### src/npec_pkg.sv
// ----------------------------------------------------------------------------
// npec_pkg
// Shared codes, widths and types for the NAND page ECC corrector.
// ----------------------------------------------------------------------------
package npec_pkg;

	// Fixed geometry of a sector and of the byte index field.
	localparam int SECTOR_BYTES = 512;
	localparam int BYTE_OFF_W   = 9;
	localparam int IDX_W        = 11;
	localparam int IDX_SPAN     = 2048;

	// Operation codes of an input transaction. The last code has no
	// operation behind it: it leaves the buffer and the tallies alone but still returns a result.
	localparam logic [1:0] OP_STORE  = 2'd0;
	localparam logic [1:0] OP_CHECK  = 2'd1;
	localparam logic [1:0] OP_READ   = 2'd2;
	localparam logic [1:0] OP_UNUSED = 2'd3;

	// Sector verdict codes.
	localparam logic [1:0] VERDICT_CLEAN   = 2'd0;
	localparam logic [1:0] VERDICT_ECC_BIT = 2'd1;
	localparam logic [1:0] VERDICT_FIXED   = 2'd2;
	localparam logic [1:0] VERDICT_UNCORR  = 2'd3;

	// Page status codes.
	localparam logic [1:0] STATUS_OK     = 2'd0;
	localparam logic [1:0] STATUS_FIXED  = 2'd1;
	localparam logic [1:0] STATUS_UNCORR = 2'd2;

	// Saturation point of the page tallies.
	localparam logic [2:0] TALLY_MAX = 3'd7;

	// ECC word of an erased sector and the complement test pattern.
	localparam logic [31:0] ECC_BLANK = 32'hFFFF_FFFF;
	localparam logic [11:0] HALF_ONES = 12'hFFF;

	// Outcome of a syndrome decode.
	typedef struct packed {
		logic [1:0]            verdict;
		logic [BYTE_OFF_W-1:0] byte_off;
		logic [2:0]            bit_sel;
	} check_t;

endpackage

### src/npec_syndrome.sv
// ----------------------------------------------------------------------------
// npec_syndrome
// Decodes a stored/computed ECC pair into a verdict and a bit position.
// ----------------------------------------------------------------------------
module npec_syndrome (
	input  logic [31:0]      ecc_stored,
	input  logic [31:0]      ecc_computed,
	output npec_pkg::check_t check
);

	logic [31:0] syn;
	logic [11:0] even_half;
	logic [11:0] odd_half;
	logic        single_bit;

	// Syndrome and its byte-swapped halves.
	assign syn        = ecc_stored ^ ecc_computed;
	assign even_half  = {syn[19:16], syn[31:24]};
	assign odd_half   = {syn[3:0], syn[15:8]};
	assign single_bit = ((syn & (syn - 32'd1)) == 32'd0);

	// Classify: blank or clean, ECC-word error, fixable data bit, or lost.
	always_comb begin
		check.byte_off = odd_half[11:3];
		check.bit_sel  = odd_half[2:0];
		if (ecc_stored == npec_pkg::ECC_BLANK || syn == 32'd0) begin
			check.verdict = npec_pkg::VERDICT_CLEAN;
		end else if (single_bit) begin
			check.verdict = npec_pkg::VERDICT_ECC_BIT;
		end else if ((even_half ^ odd_half) == npec_pkg::HALF_ONES) begin
			check.verdict = npec_pkg::VERDICT_FIXED;
		end else begin
			check.verdict = npec_pkg::VERDICT_UNCORR;
		end
	end

endmodule

### config.mk
export PLATFORM = sky130hd
export DESIGN_NAME = npec_syndrome
export DESIGN_NICKNAME = d
export VERILOG_FILES = /design/src/npec_pkg.sv /design/src/npec_syndrome.sv
export SDC_FILE = /design/constraint.sdc
export NUM_CORES = 1
export LEC_CHECK = 0
export BUFFER_PORTS_ARGS = -buffer_cell sky130_fd_sc_hd__buf_2
export CAP_MARGIN = 30
export CORE_ASPECT_RATIO = 0.8
export CORE_MARGIN = 10
export CORE_UTILIZATION = 45
export DETAILED_ROUTE_END_ITERATION = 6
export PLACE_DENSITY = 0.9
export RECOVER_POWER = 100
export REMOVE_ABC_BUFFERS = 1
export SYNTH_ARGS = -nofsm -noshare
export SYNTH_HDL_FRONTEND = slang
export SYNTH_SLANG_ARGS = --single-unit
export TNS_END_PERCENT = 50
### constraint.sdc
create_clock -name vclk -period 3.4
set_clock_uncertainty 0.1 [all_clocks]
set_input_delay 0.34 -clock vclk [all_inputs]
set_output_delay 0.34 -clock vclk [all_outputs]
set_load 0.01 [all_outputs]
==> results of run 1 <==
-- kinds of logic after synthesis --
group | Yosys count | share of synthesized area
simple gates | 56 | 0.355
xor+xnor | 45 | 0.425
compound gates | 27 | 0.181
buf+inv | 5 | 0.0190
fa+ha+maj | 2 | 0.0202
-- layout make-up --
| type | count | share of cell area |
|---|---|---|
| multi-input combinational | 130 | 0.681 |
| inverter | 5 | 0.0137 |
| tap | 25 | 0.0229 |
| timing repair buffer | 79 | 0.282 |
-- through the flow --
| step | instance area, µm² | setup slack, ns | cells |
|---|---|---|---|
| CTS | 1420 | 0.719 | 239 |
| global placement | 1420 | 0.754 | 239 |
| finish | 1370 | 0.513 | 239 |
| global route | 1370 | 0.337 | 239 |
| detailed placement | 1420 | 0.722 | 239 |
| floorplan | 990 | 1.10 | 135 |
-- power by group through the flow --
stage / sequential [mW] / clock [mW] / combinational [mW]
final: 0 / 0 / 0.224
after global routing: 0 / 0 / 0.246
after CTS: 0 / 0 / 0.231
after detailed placement: 0 / 0 / 0.230
after global placement: 0 / 0 / 0.228
after floorplan: 0 / 0 / 0.140
-- metal layers --
| metal | GRT usage | wire length (µm) |
|---|---|---|
| met5 | 0 | 0 |
| met4 | 0.0108 | 21 |
| met3 | 0.0413 | 387 |
| met2 | 0.264 | 1800 |
| met1 | 0.190 | 1540 |
-- Yosys cell counts, types with 2 or more instances --
cell type,count
o21ai_0,5
xor2_1,28
o21ai_1,2
nor3_1,3
a21oi_1,3
inv_1,5
o31ai_1,5
nand2_1,10
xnor2_1,15
nand3_1,6
nor3_2,2
a211oi_1,3
nor2_1,9
nor4_4,2
nor4_1,10
or3_1,2
a31oi_1,3
nand4_1,8
maj3_1,2
-- cell usage in the layout, fill, tap and decap left out, types with 3 or more instances in the layout --
cell type / Yosys / final
a21oi_1: 3 / 3
o21ai_0: 5 / 5
o31ai_1: 5 / 5
clkbuf_1: 0 / 10
inv_1: 5 / 5
nor3_1: 3 / 3
nand4_1: 8 / 9
a31oi_1: 3 / 3
a211oi_1: 3 / 3
nand2_1: 10 / 10
nor2_1: 9 / 9
xor2_1: 28 / 28
buf_2: 0 / 68
xnor2_1: 15 / 17
nor4_1: 10 / 10
nand3_1: 6 / 6
-- worst min-delay path by stage --
stage,cells after the start,end,slack (ns)
floorplan,1,check[10],0.71
global placement,3,check[7],0.96
detailed placement,3,check[10],0.96
CTS,3,check[10],0.96
global route,3,check[10],0.96
finish,3,check[7],0.95
==> results.py, run 1 <==
metrics = {
    "pwr": {
        "swShare": 0.585,
        "switchingPower_uw": 131,
        "power.leakage_nw": 0.560,
        "internal-power_uw": 92.8,
        "power_frac_clock": 0,
        "peakVddDrop_mv": 0.0919,
        "pwr-share-seq": 0,
        "power_density_mw_per_mm2": 164,
        "p_comb_frac": 1.000,
        "finalPower_uw": 224,
    },
    "critical_path": {
        "end_kind": "output pin",
        "start_kind": "primary input",
        "crit_fanout": 7,
        "slowest_delay_ns": 0.41,
        "critical_path.top_delay_family": "simple AND/OR/NAND/NOR gates",
        "endpoint": "check[13]",
        "worstPathRequired_ns": 2.96,
        "crit_path_frequent_cell": "buf_2",
        "worstPathArrival_ns": 2.45,
        "path_depth": 9,
        "crit_buf_inv": 2,
        "path_class": "in -> out",
        "slowest_stage": "nor4_4",
        "cp_cell_sequence": "buf_2 -> xor2_1 -> nor4_4 -> nand4_1 -> nor4_1 -> a211oi_1 -> nor3_1 -> a31oi_1 -> buf_2",
        "cp-startpoint": "ecc_computed[7]",
    },
    "routing": {
        "final_antenna_net_count": 0,
        "wl_um": 3750,
        "vias": 1329,
        "drc_errors": 0,
        "drt_iter0_drc": 74,
        "drtPass1Iterations": 4,
        "routedWlPerCell_um": 15.7,
        "vias_per_cell": 5.56,
    },
    "cells_and_area": {
        "post-route-util": 0.644,
        "regArea_um2": 0,
        "diodes": 0,
        "seq_cell_count": 0,
        "syn_to_final_growth_pct": 37.9,
        "drive_above_1_share": 0.355,
        "finalNetCount": 280,
        "clock_buffers": 0,
        "multi_input_area_um2": 930,
        "fillers": 220,
    },
    "clocking": {
        "cts_resized": 0,
        "cts_setup_buffers": 0,
        "cts_hold_buf": 0,
    },
    "timing": {
        "setup_tns_ns": 0,
        "min_period_ns": 2.89,
        "setup_viol": 0,
        "fin_crit_sh": 0.849,
        "drv_slew": 0,
        "hold_slack_ns": 0.950,
        "clock.fmax_ghz": 0.346,
        "slew_headroom": 0.533,
        "tightest_slew_ns": 0.698,
        "hold_viol": 0,
        "grt_setup_unrepaired": "false",
    },
    "flow_run": {
        "max_cap_viol_count": 0,
    },
    "global_routing": {
        "grt_pass1_wl_um": 5730,
        "grt_pass1_vias": 1261,
        "gr-usage-all-layers": 0.151,
        "overflow": 0,
        "grt_max_degree": 8,
        "antenna_found_initial": 0,
    },
    "synth": {
        "synth.avg_cell_area_um2": 7.33,
        "yosysTopAreaCellShare": 0.248,
        "syn_inst": 135,
        "synth_seq_area_share": 0,
        "synth_cell_types": 31,
        "synth_top_area_cell": "xor2_1",
        "ys_warn_count": 0,
        "syn_area_um2": 990,
        "synth_area_leaders": "xor2_1, xnor2_1, nor4_1",
    },
    "min_path": {
        "hp-start": "ecc_computed[15]",
        "worstHoldPathType": "in -> out",
    },
    "floorplanning": {
        "initial_core_util": 0.467,
        "rows": 15,
        "io_pins": 78,
        "core_area_mm2": 0.00212,
        "die_area_mm2": 0.00449,
        "die_y_um": 61.9,
        "die_x_um": 72.4,
    },
    "placement": {
        "gp_congestion": 0.929,
        "port_buffers": 78,
        "dp_hpwl_um": 3340,
    },
    "run_status": {
        "outcome": "completed",
    },
}
(Power assumes the default switching activity.)
==> run 2: changes to the inputs <==
ABC_AREA = 1   (was unset)
PLACE_DENSITY = 0.81   (was 0.9)
clock period = 2.3 ns   (was 3.4 ns; I/O delays follow)
==> run 2 against run 1 <==
Net effect:
- via count grew 84%
- final cell count grew 120%
- synthesized area grew 69%
- critical endpoint unchanged
- global-route usage grew 0.41 points
==> results.py, run 2 <==
metrics = {
    "run_status": {
        "outcome": "completed",
    },
    "synth": {
        "syn_inst": 393,
        "yosysTopAreaCellShare": 0.437,
        "ys_warn_count": 0,
        "synth_top_area_cell": "nand2_1",
        "synth.avg_cell_area_um2": 4.26,
        "synthMostInstantiatedCell": "nand2_1",
        "synth_seq_area_share": 0,
        "ys_top_cells_by_count": "nand2_1, inv_1, nor2_1",
        "synth_area_leaders": "nand2_1, inv_1, nor2_1",
        "synth_cell_types": 19,
        "syn_area_mm2": 0.00167,
    },
    "pwr": {
        "finalPower_uw": 376,
        "swShare": 0.623,
        "switchingPower_uw": 234,
        "pwr-share-seq": 0,
        "power_frac_clock": 0,
        "power_density_mw_per_mm2": 171,
        "power.leakage_nw": 1.37,
        "peakVddDrop_mv": 0.0978,
        "internal-power_uw": 141,
        "p_comb_frac": 1.000,
    },
    "placement": {
        "placed_area_mm2": 0.00213,
        "dp_hpwl_um": 5040,
        "port_buffers": 78,
        "gp_congestion": 1.06,
    },
    "timing": {
        "fin_crit_sh": 0.923,
        "slew_headroom": 0.787,
        "min_period_ns": 2.12,
        "tightest_slew_ns": 0.318,
        "setup_tns_ns": 0,
        "setup_viol": 0,
        "hold_slack_ns": 0.763,
        "drv_slew": 0,
        "hold_viol": 0,
        "clock.fmax_ghz": 0.471,
    },
    "global_routing": {
        "gr-usage-all-layers": 0.155,
        "grt_pass1_vias": 2123,
        "grt_max_degree": 6,
        "grt_pass1_wl_um": 8930,
        "overflow": 0,
        "antenna_found_initial": 0,
    },
    "floorplanning": {
        "die_y_um": 74.6,
        "io_pins": 78,
        "core_area_mm2": 0.00349,
        "die_x_um": 88.2,
        "die_area_mm2": 0.00658,
        "initial_core_util": 0.479,
        "rows": 19,
    },
    "critical_path": {
        "path_class": "in -> out",
        "worstPathArrival_ns": 1.79,
        "cp-startpoint": "ecc_stored[6]",
        "crit_fanout": 3,
        "end_kind": "output pin",
        "start_kind": "primary input",
        "worstPathRequired_ns": 1.97,
    },
    "cells_and_area": {
        "seq_cell_count": 0,
        "regArea_um2": 0,
        "syn_to_final_growth_pct": 30.9,
        "final_common_cell": "nand2_1",
        "layout_common_cells": "nand2_1, inv_1, buf_2",
        "clock_buffers": 0,
        "drive_above_1_share": 0.224,
        "diodes": 0,
        "finalNetCount": 539,
        "fin_area_mm2": 0.00219,
        "multi_input_area_mm2": 0.00143,
        "fillers": 380,
    },
    "flow_run": {
        "max_cap_viol_count": 0,
    },
    "routing": {
        "drt_iter0_drc": 262,
        "drc_errors": 0,
        "drtPass1Iterations": 5,
        "routed-wl-met2_um": 2350,
        "met1_length_um": 2630,
        "vias_per_cell": 4.76,
        "wl_met3_um": 648,
        "routed.top_layer": "met4",
        "routedWlPerCell_um": 11.0,
        "vias": 2451,
        "wl_um": 5650,
        "final_antenna_net_count": 0,
    },
    "min_path": {
        "whs_endpoint": "check[8]",
        "whs_path_depth": 4,
        "worstHoldPathType": "in -> out",
        "hp-start": "ecc_computed[0]",
    },
    "clocking": {
        "cts_hold_buf": 0,
        "cts_resized": 0,
        "cts_setup_buffers": 0,
    },
}
==> run 2: cell types whose count changed in the layout (fill, tap and decap cells not counted), moves of 8 or more <==
cell and change:
nor2_4 +8, xor2_1 -23, nand2_1 +181, nand2_2 +12, nor2_1 +38, inv_1 +76, xnor2_1 -13
==> run 2: area by class of cell <==
cell class | count | share of cell area
repair buffers | 80 | 0.180
well taps | 42 | 0.0240
inverters | 84 | 0.144
multi-input cells | 309 | 0.652
==> run 2: per-layer routing <==
| layer | GRT usage | up-vias |
|---|---|---|
| met1 | 0.222 | 1018 |
| met3 | 0.0207 | 3 |
| met4 | 0.00348 | 0 |
| met2 | 0.253 | 114 |
| li1 | - | 1316 |
| met5 | 0 | - |
==> run 2: worst max-delay path by stage <==
stage,endpoint,slack (ns),cells past startpoint
floorplan,check[13],0.65,13
global placement,check[13],0.14,16
detailed placement,check[13],0.12,16
CTS,check[13],0.12,16
global route,check[13],-0.03,16
finish,check[13],0.18,16
==> run 2: cell families (layout without fill, tap and decap cells) <==
group,Yosys count,in the layout,share of synthesized area
buffers and inverters,84,164,0.188
and+or+nand+nor,294,294,0.737
xor gates and xnor gates,10,10,0.0568
AOI/OAI and AO/OA,5,5,0.0179
==> run 2: critical path: stages <==
cell and delay (ns):
buf_2 0.11, inv_1 0.04, nand2_1 0.04, nand2_1 0.10, nand2_1 0.11, nor2_2 0.16
nand2_1 0.12, nor2_4 0.13, nand2_1 0.08, nand2_1 0.07, nand2_1 0.09, nor2_1 0.12
nand3_1 0.08, nor2_1 0.12, nor2_1 0.05, buf_2 0.14
==> run 2: power by group through the flow <==
stage | clock [mW] | sequential, mW | combinational, mW
finish | 0 | 0 | 0.376
global route | 0 | 0 | 0.424
CTS | 0 | 0 | 0.365
detailed placement | 0 | 0 | 0.363
global placement | 0 | 0 | 0.358
floorplan | 0 | 0 | 0.223
==> run 2: per-stage QoR <==
stage,worst slack [ns],util,instances
finish,0.177,0.627,515
global route,-0.0263,0.627,515
CTS,0.123,0.610,515
detailed placement,0.122,0.610,515
global placement,0.141,0.610,515
floorplan,0.652,-,393
